==> src/rtl/assert_macros.svh <==
// assertion helpers shared by qple_queue and qple_back
`ifndef ASSERT_MACROS_SVH
`define ASSERT_MACROS_SVH

// checked only while out of reset
`define QPLE_ASSERT(lbl, prop, msg) \
  lbl: assert property (@(posedge clk_i) disable iff (!rst_ni) prop) else $error(msg);

// checked on every edge, reset included
`define QPLE_ASSERT_ALWAYS(lbl, prop, msg) \
  lbl: assert property (@(posedge clk_i) prop) else $error(msg);

`endif

==> src/rtl/qple_pkg.sv <==
`default_nettype none
package qple_pkg;

  localparam int unsigned LineW = 10;

  localparam logic [7:0] CH_TAB   = 8'h09;
  localparam logic [7:0] CH_LF    = 8'h0A;
  localparam logic [7:0] CH_CR    = 8'h0D;
  localparam logic [7:0] CH_EQ    = 8'h3D;
  localparam logic [7:0] PRINT_LO = 8'h20;
  localparam logic [7:0] PRINT_HI = 8'h7E;

  localparam logic [LineW-1:0] MAX_LEN_RST = 10'd76;

  // one queued job: optional soft break, then a plain char or an =XX triple
  typedef struct packed {
    logic       brk;
    logic       enc;
    logic [7:0] data;
  } qple_cmd_t;

  function automatic logic [7:0] hex_char(input logic [3:0] nib);
    logic [7:0] ch;
    if (nib < 4'd10) begin
      ch = 8'h30 + {4'h0, nib};
    end else begin
      ch = 8'h37 + {4'h0, nib};
    end
    return ch;
  endfunction

endpackage
`default_nettype wire

==> src/rtl/qple_front.sv <==
`default_nettype none
module qple_front (
  input  wire logic                     clk_i,
  input  wire logic                     rst_ni,
  input  wire logic                     cfg_valid_i,
  input  wire logic [qple_pkg::LineW-1:0] cfg_data_i,
  input  wire logic                     in_valid_i,
  input  wire logic                     q_full_i,
  input  wire logic [7:0]               data_byte_i,
  input  wire logic                     final_req_i,
  output logic                          in_ready_o,
  output logic                          push_o,
  output qple_pkg::qple_cmd_t           cmd_o
);
  import qple_pkg::*;

  logic [LineW-1:0] max_len_q, max_len_d;
  logic [LineW-1:0] len_q, len_d;
  logic             accept;
  logic             is_lf;
  logic             plain;
  logic [1:0]       ulen;
  logic [LineW:0]   sum;
  logic             brk;
  logic [LineW-1:0] base;

  assign in_ready_o = !q_full_i;
  assign accept     = in_valid_i && in_ready_o;
  assign push_o     = accept;

  always_comb begin
    is_lf = (data_byte_i == CH_LF);
    if (data_byte_i >= PRINT_LO && data_byte_i <= PRINT_HI) begin
      plain = (data_byte_i != CH_EQ);
    end else begin
      plain = (data_byte_i == CH_TAB) || (data_byte_i == CH_CR) || is_lf;
    end
    ulen = plain ? 2'd1 : 2'd3;
    sum  = {1'b0, len_q} + {{(LineW-1){1'b0}}, ulen};
    // soft break only on a non-empty line that the unit would overrun
    brk  = !is_lf && (len_q != '0) && (sum > {1'b0, max_len_q});
    base = brk ? '0 : len_q;

    len_d = len_q;
    if (accept) begin
      if (final_req_i || is_lf) begin
        len_d = '0;
      end else begin
        len_d = base + {{(LineW-2){1'b0}}, ulen};
      end
    end

    max_len_d = cfg_valid_i ? cfg_data_i : max_len_q;

    cmd_o.brk  = brk;
    cmd_o.enc  = !plain;
    cmd_o.data = data_byte_i;
  end

  always_ff @(posedge clk_i or negedge rst_ni) begin
    if (!rst_ni) begin
      len_q     <= '0;
      max_len_q <= MAX_LEN_RST;
    end else begin
      len_q     <= len_d;
      max_len_q <= max_len_d;
    end
  end

endmodule
`default_nettype wire

==> src/rtl/qple_queue.sv <==
`default_nettype none
`include "assert_macros.svh"
module qple_queue #(
  parameter int unsigned Depth = 4
) (
  input  wire logic                clk_i,
  input  wire logic                rst_ni,
  input  wire logic                push_i,
  input  wire qple_pkg::qple_cmd_t push_data_i,
  input  wire logic                pop_i,
  output logic                     full_o,
  output logic                     empty_o,
  output qple_pkg::qple_cmd_t      head_o
);
  import qple_pkg::*;

  localparam int unsigned PtrW = (Depth > 1) ? $clog2(Depth) : 1;
  localparam int unsigned CntW = $clog2(Depth + 1);
  localparam logic [PtrW-1:0] PtrLast = PtrW'(Depth - 1);

  qple_cmd_t        mem_q [Depth];
  logic [PtrW-1:0]  wr_ptr_q, wr_ptr_d;
  logic [PtrW-1:0]  rd_ptr_q, rd_ptr_d;
  logic [CntW-1:0]  cnt_q, cnt_d;
  logic             do_push, do_pop;

  assign full_o  = (cnt_q == CntW'(Depth));
  assign empty_o = (cnt_q == '0);
  assign head_o  = mem_q[rd_ptr_q];
  assign do_push = push_i && !full_o;
  assign do_pop  = pop_i && !empty_o;

  always_comb begin
    wr_ptr_d = wr_ptr_q;
    rd_ptr_d = rd_ptr_q;
    cnt_d    = cnt_q;
    if (do_push) begin
      wr_ptr_d = (wr_ptr_q == PtrLast) ? '0 : wr_ptr_q + 1'b1;
    end
    if (do_pop) begin
      rd_ptr_d = (rd_ptr_q == PtrLast) ? '0 : rd_ptr_q + 1'b1;
    end
    unique case ({do_push, do_pop})
      2'b10:   cnt_d = cnt_q + 1'b1;
      2'b01:   cnt_d = cnt_q - 1'b1;
      default: cnt_d = cnt_q;
    endcase
  end

  always_ff @(posedge clk_i) begin
    if (do_push) begin
      mem_q[wr_ptr_q] <= push_data_i;
    end
  end

  always_ff @(posedge clk_i or negedge rst_ni) begin
    if (!rst_ni) begin
      wr_ptr_q <= '0;
      rd_ptr_q <= '0;
      cnt_q    <= '0;
    end else begin
      wr_ptr_q <= wr_ptr_d;
      rd_ptr_q <= rd_ptr_d;
      cnt_q    <= cnt_d;
    end
  end

  `QPLE_ASSERT(a_cnt_bound, cnt_q <= CntW'(Depth), "queue count above depth")
  `QPLE_ASSERT(a_no_overflow, push_i |-> !full_o, "push into full queue")
  `QPLE_ASSERT(a_ptr_gap, (cnt_q == '0) |-> (wr_ptr_q == rd_ptr_q),
               "empty queue with pointer gap")

endmodule
`default_nettype wire

==> src/rtl/qple_back.sv <==
`default_nettype none
`include "assert_macros.svh"
module qple_back (
  input  wire logic                clk_i,
  input  wire logic                rst_ni,
  input  wire logic                q_empty_i,
  input  wire qple_pkg::qple_cmd_t q_head_i,
  output logic                     pop_o,
  input  wire logic                out_ready_i,
  output logic                     out_valid_o,
  output logic [7:0]               out_char_o,
  output logic                     out_last_o
);
  import qple_pkg::*;

  typedef enum logic [2:0] {
    PH_BRK_EQ,
    PH_BRK_CR,
    PH_BRK_LF,
    PH_UNIT,
    PH_HEX_HI,
    PH_HEX_LO
  } phase_e;

  phase_e     phase_q, phase_d;
  qple_cmd_t  cur_q, cur_d;
  logic       cur_valid_q, cur_valid_d;
  logic       out_valid_q, out_valid_d;
  logic [7:0] out_char_q, out_char_d;
  logic       out_last_q, out_last_d;
  logic       load, emit, done;
  logic [7:0] ch;

  assign load        = !out_valid_q || out_ready_i;
  assign emit        = cur_valid_q && load;
  assign out_valid_o = out_valid_q;
  assign out_char_o  = out_char_q;
  assign out_last_o  = out_last_q;

  always_comb begin
    unique case (phase_q)
      PH_BRK_EQ: ch = CH_EQ;
      PH_BRK_CR: ch = CH_CR;
      PH_BRK_LF: ch = CH_LF;
      PH_UNIT:   ch = cur_q.enc ? CH_EQ : cur_q.data;
      PH_HEX_HI: ch = hex_char(cur_q.data[7:4]);
      PH_HEX_LO: ch = hex_char(cur_q.data[3:0]);
      default:   ch = CH_EQ;
    endcase
    done = cur_q.enc ? (phase_q == PH_HEX_LO) : (phase_q == PH_UNIT);

    // pull the next job when idle or on the final char of this one
    pop_o       = !q_empty_i && (!cur_valid_q || (emit && done));
    cur_d       = cur_q;
    cur_valid_d = cur_valid_q;
    phase_d     = phase_q;
    if (pop_o) begin
      cur_d       = q_head_i;
      cur_valid_d = 1'b1;
      phase_d     = q_head_i.brk ? PH_BRK_EQ : PH_UNIT;
    end else if (emit && done) begin
      cur_valid_d = 1'b0;
    end else if (emit) begin
      phase_d = phase_e'(phase_q + 3'd1);
    end

    out_char_d  = out_char_q;
    out_last_d  = out_last_q;
    out_valid_d = out_valid_q && !out_ready_i;
    if (emit) begin
      out_char_d  = ch;
      out_last_d  = done;
      out_valid_d = 1'b1;
    end
  end

  always_ff @(posedge clk_i or negedge rst_ni) begin
    if (!rst_ni) begin
      phase_q     <= PH_UNIT;
      cur_valid_q <= 1'b0;
      out_valid_q <= 1'b0;
      out_last_q  <= 1'b0;
    end else begin
      phase_q     <= phase_d;
      cur_valid_q <= cur_valid_d;
      out_valid_q <= out_valid_d;
      out_last_q  <= out_last_d;
    end
  end

  always_ff @(posedge clk_i) begin
    cur_q      <= cur_d;
    out_char_q <= out_char_d;
  end

  `QPLE_ASSERT(a_plain_no_hex,
               (cur_valid_q && !cur_q.enc) |-> (phase_q != PH_HEX_HI && phase_q != PH_HEX_LO),
               "hex phase on plain char")
  `QPLE_ASSERT(a_nobrk_skip,
               (cur_valid_q && !cur_q.brk) |->
                 (phase_q != PH_BRK_EQ && phase_q != PH_BRK_CR && phase_q != PH_BRK_LF),
               "break phase without break")
  `QPLE_ASSERT(a_pop_ok, pop_o |-> (!cur_valid_q || (emit && done)), "pop while job busy")

endmodule
`default_nettype wire

==> src/rtl/quoted_printable_line_encoder_top.sv <==
`default_nettype none
// Quoted-printable encoder: one raw byte per input word, one encoded character per
// output word. Printable bytes other than '=', and tab, CR and LF, pass as one
// character; any other byte becomes '=' plus two uppercase hex digits. Before a unit
// that would push a non-empty line past max_line_len a soft break "=" CR LF goes out, so a
// triple is never split. LF clears the line count and never breaks; s_axis_tlast
// marks the end of a message and clears the count after that byte. m_axis_tlast
// flags the last character produced by each input byte. Rate: the front takes one
// byte per cycle while the job queue has room; the back emits one character per
// cycle while the receiver is ready, from the single output character register. The
// first character of a byte passes the job queue, the current-job register and the
// output character register before it is offered. max_line_len (reset 76) is written
// over the cfg port, always ready; only while idle, a user rule the block does not enforce.
module quoted_printable_line_encoder_top #(
  parameter int unsigned QueueDepth = 4
) (
  input  wire logic        clk_i,
  input  wire logic        rst_ni,
  // config: max_line_len
  input  wire logic        cfg_valid_i,
  output logic             cfg_ready_o,
  input  wire logic [9:0]  cfg_data_i,
  // input words
  input  wire logic        s_axis_tvalid,
  output logic             s_axis_tready,
  input  wire logic [7:0]  s_axis_tdata,   // [7:0] data_byte
  input  wire logic        s_axis_tlast,   // final_req
  // output words
  output logic             m_axis_tvalid,
  input  wire logic        m_axis_tready,
  output logic [7:0]       m_axis_tdata,   // [7:0] out_char
  output logic             m_axis_tlast    // last_of_run
);
  import qple_pkg::*;

  qple_cmd_t push_cmd;
  qple_cmd_t head_cmd;
  logic      push, pop, q_full, q_empty;

  assign cfg_ready_o = 1'b1;

  // front: classify byte, run line counter, decide soft break
  qple_front u_front (
    .clk_i       (clk_i),
    .rst_ni      (rst_ni),
    .cfg_valid_i (cfg_valid_i),
    .cfg_data_i  (cfg_data_i),
    .in_valid_i  (s_axis_tvalid),
    .q_full_i    (q_full),
    .data_byte_i (s_axis_tdata),
    .final_req_i (s_axis_tlast),
    .in_ready_o  (s_axis_tready),
    .push_o      (push),
    .cmd_o       (push_cmd)
  );

  // short job queue decouples the two sides
  qple_queue #(
    .Depth (QueueDepth)
  ) u_queue (
    .clk_i       (clk_i),
    .rst_ni      (rst_ni),
    .push_i      (push),
    .push_data_i (push_cmd),
    .pop_i       (pop),
    .full_o      (q_full),
    .empty_o     (q_empty),
    .head_o      (head_cmd)
  );

  // back: expand each job into characters
  qple_back u_back (
    .clk_i       (clk_i),
    .rst_ni      (rst_ni),
    .q_empty_i   (q_empty),
    .q_head_i    (head_cmd),
    .pop_o       (pop),
    .out_ready_i (m_axis_tready),
    .out_valid_o (m_axis_tvalid),
    .out_char_o  (m_axis_tdata),
    .out_last_o  (m_axis_tlast)
  );

endmodule
`default_nettype wire

==> config.mk <==
export PLATFORM = sky130hd
export DESIGN_NAME = quoted_printable_line_encoder_top
export DESIGN_NICKNAME = d
export VERILOG_FILES = /design/src/rtl/qple_pkg.sv /design/src/rtl/qple_front.sv /design/src/rtl/qple_queue.sv /design/src/rtl/qple_back.sv /design/src/rtl/quoted_printable_line_encoder_top.sv
export VERILOG_INCLUDE_DIRS = /design/src /design/src/rtl
export SDC_FILE = /design/constraint.sdc
export NUM_CORES = 1
export LEC_CHECK = 0
export BUFFER_PORTS_ARGS = -buffer_cell sky130_fd_sc_hd__buf_2
export CAP_MARGIN = 20
export CORE_AREA = 2 2 106 108
export DETAILED_ROUTE_END_ITERATION = 6
export DIE_AREA = 0 0 108 110
export PLACE_DENSITY = 0.72
export SKIP_CTS_REPAIR_TIMING = 1
export SKIP_LAST_GASP = 1
export SLEW_MARGIN = 5
export SYNTH_ARGS = -nofsm -noshare
export SYNTH_HDL_FRONTEND = slang
export SYNTH_SLANG_ARGS = --single-unit
export TNS_END_PERCENT = 100
==> constraint.sdc <==
create_clock -name clk_i -period 4.7 [get_ports clk_i]
set_input_delay 0.94 -clock clk_i [delete_from_list [all_inputs] [get_ports clk_i]]
set_output_delay 0.94 -clock clk_i [all_outputs]
set_load 0.01 [all_outputs]
After elaboration in Yosys (flattened, before gate mapping)
Memory sizes are Yosys's and may differ from the RTL's.
Index checks and enable logic that the tools add are counted.
{"block": "word_totals", "mem_count": 1, "inputBits": 24, "mem_bits_rw": 40, "output_inout_bits": 12, "word_cells": 93, "register_bits": 50}
{"block": "classes", "magnitude_cmp": 5, "eq_ne": 15, "add_sub_neg": 11, "reduce_logical": 28, "muxes": 21}
{"name": "u_queue.mem_q", "words": 4, "word_bits": 10, "rd": 1, "rd_clocked_by_memory_dff": 0, "write_ports": 1, "line_no": "qple_queue.sv:21", "rtl": "qple_cmd_t mem_q [Depth];"}
{"operator": "$pmux W8 S5", "n": 1}
{"operator": "$add A6 B4 Y7 const A", "n": 4}
{"operator": "$eq A8 B4 Y1 const B", "n": 3}
{"operator": "$mux W8", "n": 3}
{"operator": "$mux W10", "n": 2}
{"operator": "$add A10 B2 Y11", "n": 1}
{"operator": "$gt A11 B10 Y1", "n": 1}
{"operator": "$add A10 B2 Y10", "n": 1}
{"operator": "$logic_and A1 B1 Y1", "n": 10}
{"operator": "$reduce_bool A10 Y1", "n": 1}
{"operator": "$eq A3 B3 Y1 const B", "n": 3}
{"operator": "$mux W3", "n": 3}
{"operator": "$ge A8 B6 Y1 const B", "n": 1}
{"operator": "$le A8 B7 Y1 const B", "n": 1}
{"operator": "$lt A4 B4 Y1 const B", "n": 2}
{"operator": "$mux W2", "n": 4}
{"operator": "$ne A8 B6 Y1 const B", "n": 1}
{"operator": "$logic_not A1 Y1", "n": 7}
{"operator": "$mux W1", "n": 7}
{"operator": "$add A3 B1 Y3 const B", "n": 2}
{"operator": "$eq A2 B2 Y1 const B", "n": 3}
{"operator": "$eq A3 B2 Y1 const B", "n": 2}
{"operator": "$pmux W3 S2", "n": 1}
{"operator": "$reduce_bool A2 Y1", "n": 3}
{"operator": "8 further kinds", "n": 13}

Longest topological paths before layout
Gate-level depths: netlist of the first run.
{"block": "depth", "word_depth": 11, "depth_mapped": 22, "depth_no_buf": 21}

By module
A second synthesis of the first run with hierarchy kept.
{"block": "hier_totals", "cells_unflattened": 401, "area_unflattened_um2": 4872.2}
{"mod": "qple_queue", "area_each_um2": 1925.6, "cells_each": 92, "instances": 1, "seq_area_each_um2": 1376.3}
{"mod": "qple_front", "area_each_um2": 1621.6, "cells_each": 182, "instances": 1, "seq_area_each_um2": 504.2}
{"mod": "qple_back", "area_each_um2": 1313.8, "cells_each": 125, "instances": 1, "seq_area_each_um2": 663.1}
{"mod": "quoted_printable_line_encoder_top", "area_each_um2": 11.3, "cells_each": 2, "instances": 1, "seq_area_each_um2": 0.0}

Worst setup path before layout of the first run
No wires, ideal clock.
{"block": "synth_path", "kind": "input port to flip-flop", "from": "input s_axis_tdata[0]", "to": "register u_front.len_q[9]", "n_path_buf": 1, "setup_ns": 0.139, "stages": 21, "arrival_time_ns": 5.206, "required_time_ns": 4.561, "path_slack_ns": -0.646, "cell_sequence": "or4b_4 -> o21ai_0 -> a221oi_1 -> or2_2 -> fa_1 -> nand3_1 -> nor2_1 -> xor2_1 -> ha_1 -> a211oi_1 -> o221ai_1 -> o211ai_2 -> a21boi_2 -> buf_6 -> a21boi_0 -> ha_1 -> a21o_1 -> nor4b_1 -> o21ai_0 -> o311ai_0 -> o21ai_0"}
{"block": "synth_between", "elab_chain_len": 11, "elab_cells_between_ends": 20, "cone_classes": "add/sub: 2; order compare: 3; eq/ne: 4; mux: 4; reduce/logical: 7"}
{"element": "start: declaration", "line_no": "quoted_printable_line_encoder_top.sv:26", "rtl": "input wire logic [7:0] s_axis_tdata,"}
{"element": "branches (longest 10 deep; another with $add A10 B2 Y11)"}
{"element": "$mux W10 (*)", "line_no": "qple_front.sv:46", "rtl": "if (final_req_i || is_lf) begin"}
{"element": "end signal: assignment", "line_no": "qple_front.sv:65", "rtl": "len_q <= len_d;"}
{"element": "end: declaration", "line_no": "qple_front.sv:18", "rtl": "logic [LineW-1:0] len_q, len_d;"}
Mark *: on every way between the ends.
A chain may end at the register's enable or synchronous reset.

Worst setup path in the final report of the first run
{"block": "layout_path", "from": "input s_axis_tdata[0]", "to": "register u_front.len_q[6]"}
The elaborated chain is that of the path after synthesis.

==> results of run 1 <==
## worst reg2reg max path: stages, from the launching register on
cell,delay (ps)
dfrtp_1,510
fa_2,420
nand3_2,100
nor2_1,60
xor2_1,140
ha_1,340
nand4_1,140
or3_4,400
o211ai_2,110
a21boi_2,130
buf_4,160
a21boi_1,180
fa_2,270
nand3_1,120
and3_1,220
a32oi_1,200
o41ai_1,110
## layout make-up
class,instances,area (um2)
multi-input combinational,259,2048
timing repair buffer,53,325.3
tap,140,175.2
clock buffer,10,127.6
clock inverter,6,40.04
fill,921,5324
inverter,29,113.9
sequential,90,2544
## flip-flops by register name, indices dropped and copies added, names as in the netlist, 2 cells and up
name               count
u_queue.rd_ptr_q       2
u_front.len_q         10
u_front.max_len_q     10
u_queue.cnt_q          3
u_back.cur_q           9
u_queue.mem_q         40
u_back.phase_q         3
u_back.out_char_o      8
u_queue.wr_ptr_q       2
## metrics by stage
step | cells | util | setup WS, ps | total power, mW
2_1_floorplan | 396 | - | -229.9 | 1.921
4_1_cts | 585 | 0.4978 | -74.02 | 2.666
3_5_place_dp | 569 | 0.4821 | -449.0 | 2.190
6_report | 587 | 0.5023 | -121.9 | 2.648
3_3_place_gp | 569 | 0.4821 | -341.8 | 2.146
5_1_grt | 587 | 0.5023 | -325.1 | 2.839
## how the worst max path moves through the flow
| stage | to | slack, ps | depth (start not counted) |
|---|---|---|---|
| after global routing | u_front.len_q[5]$_DFFE_PN0P_ | -330 | 21 |
| final | u_front.len_q[6]$_DFFE_PN0P_ | -120 | 22 |
| after global placement | u_front.len_q[6]$_DFFE_PN0P_ | -340 | 21 |
| after floorplan | u_front.len_q[5]$_DFFE_PN0P_ | -230 | 20 |
| after detailed placement | u_front.len_q[6]$_DFFE_PN0P_ | -450 | 21 |
| after CTS | u_front.len_q[6]$_DFFE_PN0P_ | -70 | 21 |
## synthesized netlist by cell type (all sizes together) (3+ instances only)
library cell / n
buf: 9
xnor2: 6
nand2: 36
a21boi: 3
dfstp: 5
dfrtp: 28
clkbuf: 9
a21oi: 14
nand4: 6
fa: 3
nand3: 14
xor2: 9
nor2: 17
ha: 25
edfxtp: 57
o41ai: 3
o2111ai: 5
mux4: 10
and2: 8
inv: 28
or3: 4
o21ai: 30
and3: 9
a21o: 4
nor3: 8
a32oi: 4
## logic make-up after synthesis
family / Yosys count
buffers and inverters: 47
muxes: 12
adders and majority gates: 28
AOI/OAI and AO/OA: 86
other: 1
and+or+nand+nor: 117
DFF: 90
xor gates and xnor gates: 15
## layer usage
layer	up-vias	part of all wire	track usage
li1	1552	-	-
met1	1521	0.44	0.2067
met2	95	0.50	0.2718
met3	11	0.049	0.03410
met4	0	0.013	0.06136
met5	-	0	0
## power by group
| part | leakage, nW | internal, mW | switching [mW] |
|---|---|---|---|
| combinational | 1.15 | 0.432 | 0.491 |
| sequential | 0.925 | 1.08 | 0.174 |
| clock | 0.0889 | 0.195 | 0.276 |
| total | 2.16 | 1.71 | 0.942 |
## cells in the final DEF, fill, tap and decap left out, types with 10 or more instances in the layout
cell type / n
edfxtp_1: 57
dfrtp_1: 28
nand3_1: 13
o21ai_0: 22
nand2_1: 34
buf_4: 19
mux4_2: 10
buf_2: 32
inv_1: 28
ha_1: 23
a21oi_1: 13
nor2_1: 16
==> flow_summary_export.csv, run 1 <==
group,metric,value,unit
global_routing,grt_overflow,0,
critical_path,worstRegToRegCells,16,
cts,clk_latency,360,ps
critical_path,crit_start,"s_axis_tdata[0]",
floorplan,ios,36,
timing,grt_setup_unrepaired,"yes",
floorplan,core,0.01070,mm2
timing,worst_pin_slew,765.4,ps
yosys,yosysSeqAreaShare,0.5417,
critical_path,cpLargestDelayFamily,"simple AND/OR/NAND/NOR gates",
critical_path,critPathMaxStageDelay,540,ps
yosys,synthArstFlopShare,0.3667,
yosys,synth_fp_nets,448,
worst_hold_path,hold_end,"u_queue.cnt_q[2]$_DFFE_PN0P_",
critical_path,cp_cell_sequence,"buf_6 > or4b_4 > o21ai_2 > a221oi_2 > or2_4 > ha_4 > a21o_1 > nand2_2 > nor3_2 > xor2_1 > ha_1 > nand2_1 > or3_4 > o211ai_2 > a21boi_2 > buf_4 > a21boi_1 > fa_2 > nand3_1 > and3_1 > a32oi_1 > o41ai_1",
critical_path,critPathCaptureType,"flop",
yosys,synth_top_family_by_area,"simple AND/OR/NAND/NOR gates",
timing,fin_crit_sh,1.026,
timing,hold-worst-slack,488.4,ps
final_layout,area_growth,14.44,%
cts,cts_tree,"done",
power_and_ir_drop,vdd_drop_max,294.3,uV
yosys,synth_edf_count,57,
timing,setup_viol_count_final,4,
drt,drtIter0Drc,209,
global_routing,grt_pass1_vias,3054,
worst_hold_path,hold_depth,1,
placement,placed_area,0.005157,mm2
yosys,synthMuxAreaShare,0.05249,
critical_path,crit_buf_inv,2,
placement,place.gp.congestion,0.8699,
outcome,status,"finished with violations",
outcome,violations,"setup timing",
cts,cts_inserted_buffers,9,
drt,viasPerCell,5.416,
cts,cts.sink_count,90,
drt,vias,3179,
timing,maxSlewViolCount,0,
cts,cts.clk_slew.worst_paths,80,ps
yosys,yosys-top-cells-area,"edfxtp_1, dfrtp_1, ha_1",
timing,period_needed,4822,ps
final_layout,n_antenna_cell,0,
floorplan,rows,38,
cts,clock_path_buffers,2,
final_layout,drive_above_1_share,0.2528,
placement,hpwlAfterDp,6.423,mm
critical_path,critPathArrivalTime,5050,ps
drt,routed_wl,8.939,mm
timing,max_freq,207.4,MHz
yosys,synth_compound_area_frac,0.1255,
floorplan,die_width,108,um
drt,ant_nets,0,
critical_path,worst-r2r-setup-slack,960,ps
yosys,synth_xor_area_frac,0.02798,
global_routing,grt_max_degree,34,
critical_path,crit_slowest_cell,"or4b_4",
final_layout,design_area,0.005374,mm2
yosys,ys.flop_type,"edfxtp_1",
critical_path,r2r-end,"u_front.len_q[6]$_DFFE_PN0P_",
floorplan,initial_core_util,0.4389,
power_and_ir_drop,leakagePower,2.161,nW
timing,slew_headroom,0.4897,
timing,postLayoutSetupSlackWorst,-121.9,ps
worst_hold_path,hold_path.startpoint,"u_queue.cnt_q[2]$_DFFE_PN0P_",
floorplan,dieArea,0.01188,mm2
power_and_ir_drop,p_per_area,492.8,mW/mm2
drt,drcViolationCount,0,
global_routing,grt_pass1_wl,14.72,mm
global_routing,gr-usage-all-layers,0.1615,
timing,hold_violations,0,
final_layout,nets,494,
yosys,synthSimpleGateAreaFrac,0.1292,
critical_path,reg2reg_from,"u_front.len_q[0]$_DFFE_PN0P_",
yosys,netlist_instances,396,
yosys,synth_area_per_cell,11.86,um2
global_routing,antenna_found_initial,0,
floorplan,die_h,110,um
placement,numPortBuffers,34,
timing,tns,-219.0,ps
yosys,yosysTopAreaCell,"edfxtp_1",
cts,cts_max_level,3,
yosys,ys_types,66,
critical_path,crit_type,"in -> reg",
cts,clockRootBuffer,"clkbuf_8",
yosys,synth_warnings,0,
drt,dr.pass1.iters,5,
critical_path,cp.required,4930,ps
critical_path,worst-path-max-fanout,4,
yosys,syn_area,0.004696,mm2
timing,finalClockSkew,7.653,ps
worst_hold_path,hold_path.class,"reg -> reg",
critical_path,critPathLaunchType,"primary input",
yosys,synth.top_cell.area_share,0.3645,
yosys,synth_fa_ha_area_frac,0.07940,
run,maxCapViolCount,0,
yosys,synth_seq_cells,90,
drt,post_drt_wl_per_cell,15.23,um
Note: power is estimated with default switching activity, not from simulation.
==> run 2: changes to the inputs <==
--- a/config.mk
+++ b/config.mk
@@ -12,6 +12,7 @@
 export DETAILED_ROUTE_END_ITERATION = 6
 export DIE_AREA = 0 0 108 110
 export PLACE_DENSITY = 0.72
+export SETUP_SLACK_MARGIN = 0.05
 export SKIP_CTS_REPAIR_TIMING = 1
 export SKIP_LAST_GASP = 1
 export SLEW_MARGIN = 5
==> run 2 against run 1 <==
Against the previous run: the flow still finishes with violations (setup timing); count of clock-buffer cells in the layout grew 2; routed wire length is 3.0% higher; cell count is the same; register-to-register slack better by 90 ps; critical path depth down 1; critical endpoint is now u_front.len_q[5]$_DFFE_PN0P_.
==> flow_summary_export.csv, run 2 (synthesis gave the netlist of run 1 again) <==
group,metric,value,unit
cts,cts.clk_slew.worst_paths,90,ps
worst_hold_path,hold_path.startpoint,"u_back.cur_valid_q$_DFFE_PN0P_",
global_routing,antenna_found_initial,0,
power_and_ir_drop,p_per_area,493.1,mW/mm2
cts,cts_tree,"done",
timing,postLayoutSetupSlackWorst,-58.41,ps
floorplan,dieArea,0.01188,mm2
critical_path,critPathArrivalTime,5040,ps
critical_path,worst-r2r-setup-slack,1050,ps
cts,cts_inserted_buffers,9,
final_layout,n_antenna_cell,0,
timing,finalClockSkew,10.53,ps
critical_path,crit_buf_inv,2,
global_routing,gr-usage-all-layers,0.1671,
drt,dr.pass1.iters,4,
drt,routed_wl,9.206,mm
global_routing,grt_pass1_vias,3234,
floorplan,die_h,110,um
final_layout,drive_above_1_share,0.2617,
timing,hold_violations,0,
final_layout,stdcell_count,587,
final_layout,regArea,0.002544,mm2
timing,period_needed,4758,ps
final_layout,mostFrequentLayoutCells,"edfxtp_1, nand2_1, buf_2",
floorplan,core,0.01070,mm2
run,maxCapViolCount,0,
drt,drtIter0Drc,201,
global_routing,grt_max_degree,34,
placement,hpwlAfterDp,6.474,mm
critical_path,crit_slowest_cell,"or4b_4",
critical_path,r2r-end,"u_front.len_q[6]$_DFFE_PN0P_",
floorplan,rows,38,
critical_path,cpLargestDelayFamily,"simple AND/OR/NAND/NOR gates",
timing,maxSlewViolCount,0,
cts,cts_max_level,3,
outcome,violations,"setup timing",
placement,dp_cells,568,
timing,worst_pin_slew,762.1,ps
power_and_ir_drop,vdd_drop_max,257.8,uV
cts,clockRootBuffer,"clkbuf_8",
drt,viasPerCell,5.516,
final_layout,fill_cells,927,
cts,clk_latency,350,ps
final_layout,largestRegisters,"u_queue.mem_q (40), u_front.len_q (10), u_front.max_len_q (10)",
power_and_ir_drop,total_power,2.677,mW
critical_path,reg2reg_from,"u_front.len_q[1]$_DFFE_PN0P_",
placement,place.gp.congestion,0.8905,
drt,vias,3238,
worst_hold_path,hold_path.class,"reg -> reg",
power_and_ir_drop,leakagePower,2.191,nW
outcome,status,"finished with violations",
timing,max_freq,210.2,MHz
timing,fin_crit_sh,1.012,
cts,clock_path_buffers,2,
drt,post_drt_wl_per_cell,15.68,um
floorplan,die_width,108,um
final_layout,largest_reg_flops,40,
worst_hold_path,hold_end,"u_back.out_valid_o$_DFF_PN0_",
critical_path,worstSetupPathDepth,21,
final_layout,mostFrequentLayoutCell,"edfxtp_1",
global_routing,grt_overflow,0,
drt,drcViolationCount,0,
timing,grt_setup_unrepaired,"yes",
floorplan,initial_core_util,0.4389,
critical_path,critPathLaunchType,"primary input",
critical_path,cp.required,4980,ps
global_routing,grt_pass1_wl,15.37,mm
critical_path,critPathMaxStageDelay,540,ps
critical_path,cp_cell_sequence,"buf_6 > or4b_4 > o21ai_2 > a221oi_2 > or2_4 > ha_4 > a21o_1 > nand2_4 > nor3_4 > xor2_1 > ha_1 > inv_1 > o221ai_2 > o211ai_4 > a21boi_4 > a21boi_4 > ha_4 > a21o_1 > nand2_2 > or4_4 > o21ai_2",
timing,setup_viol_count_final,4,
critical_path,worstRegToRegCells,16,
critical_path,crit_type,"in -> reg",
final_layout,top_register,"u_queue.mem_q",
critical_path,worst-path-max-fanout,4,
critical_path,critPathCaptureType,"flop",
cts,cts.sink_count,90,
drt,ant_nets,0,
final_layout,area_growth,15.61,%
floorplan,ios,36,
worst_hold_path,hold_depth,2,
final_layout,nets,494,
final_layout,multiInputGateArea,0.002102,mm2
placement,numPortBuffers,34,
timing,slew_headroom,0.4919,
run 2: layout make-up:
| cell class | count | share of cell area |
|---|---|---|
| Clock buffer | 12 | 0.02489 |
| Inverter | 29 | 0.02097 |
| Tap cell | 140 | 0.03227 |
| Sequential cell | 90 | 0.4685 |
| Clock inverter | 4 | 0.005531 |
| Multi-Input combinational cell | 259 | 0.3872 |
| Timing Repair Buffer | 53 | 0.06061 |
run 2: worst reg2reg max path: stages, from the launching register on:
cell      delay [ps]
dfrtp_1          490
fa_2             440
nand3_2          100
nor2_1            60
xor2_1           140
ha_1             340
nand4_1          140
or3_4            420
o211ai_4         110
a21boi_4         100
a21boi_4         220
buf_6            120
fa_2             230
nand3_2           90
and3_4           200
a32oi_1          190
o41ai_1          110
run 2: power by group:
group | internal [mW] | switching (mW)
combinational | 0.449 | 0.506
clock | 0.194 | 0.267
sequential | 1.08 | 0.180
total | 1.72 | 0.954
run 2: metal layers:
metal | up-vias | share of wire | GRT usage
li1 | 1550 | - | -
met1 | 1572 | 0.45 | 0.2211
met2 | 98 | 0.48 | 0.2709
met3 | 18 | 0.043 | 0.02998
met4 | 0 | 0.021 | 0.07601
met5 | - | 0 | 0
run 2: how the worst max path moves through the flow:
stage	slack, ps	start	endpoint
6_report	-60	s_axis_tdata[4]	u_front.len_q[5]$_DFFE_PN0P_
5_1_grt	-250	s_axis_tdata[4]	u_front.len_q[6]$_DFFE_PN0P_
4_1_cts	-40	s_axis_tdata[4]	u_front.len_q[5]$_DFFE_PN0P_
3_5_place_dp	-420	s_axis_tdata[4]	u_front.len_q[5]$_DFFE_PN0P_
3_3_place_gp	-280	s_axis_tdata[4]	u_front.len_q[5]$_DFFE_PN0P_
2_1_floorplan	-230	s_axis_tdata[4]	u_front.len_q[5]$_DFFE_PN0P_
run 2: stage by stage:
step                TNS [ps]    util  setup WS (ps)  cell area (um2)  hold WS [ps]
detailed placement     -2748  0.4814         -424.6             5150         488.0
floorplan             -911.2       -         -229.9             4772         447.6
CTS                   -42.16  0.4968         -42.16             5315         498.5
finish                -185.2  0.5075         -58.41             5429         492.5
global placement       -1726  0.4814         -283.5             5150         472.9
global route           -1540  0.5075         -248.7             5429         521.5
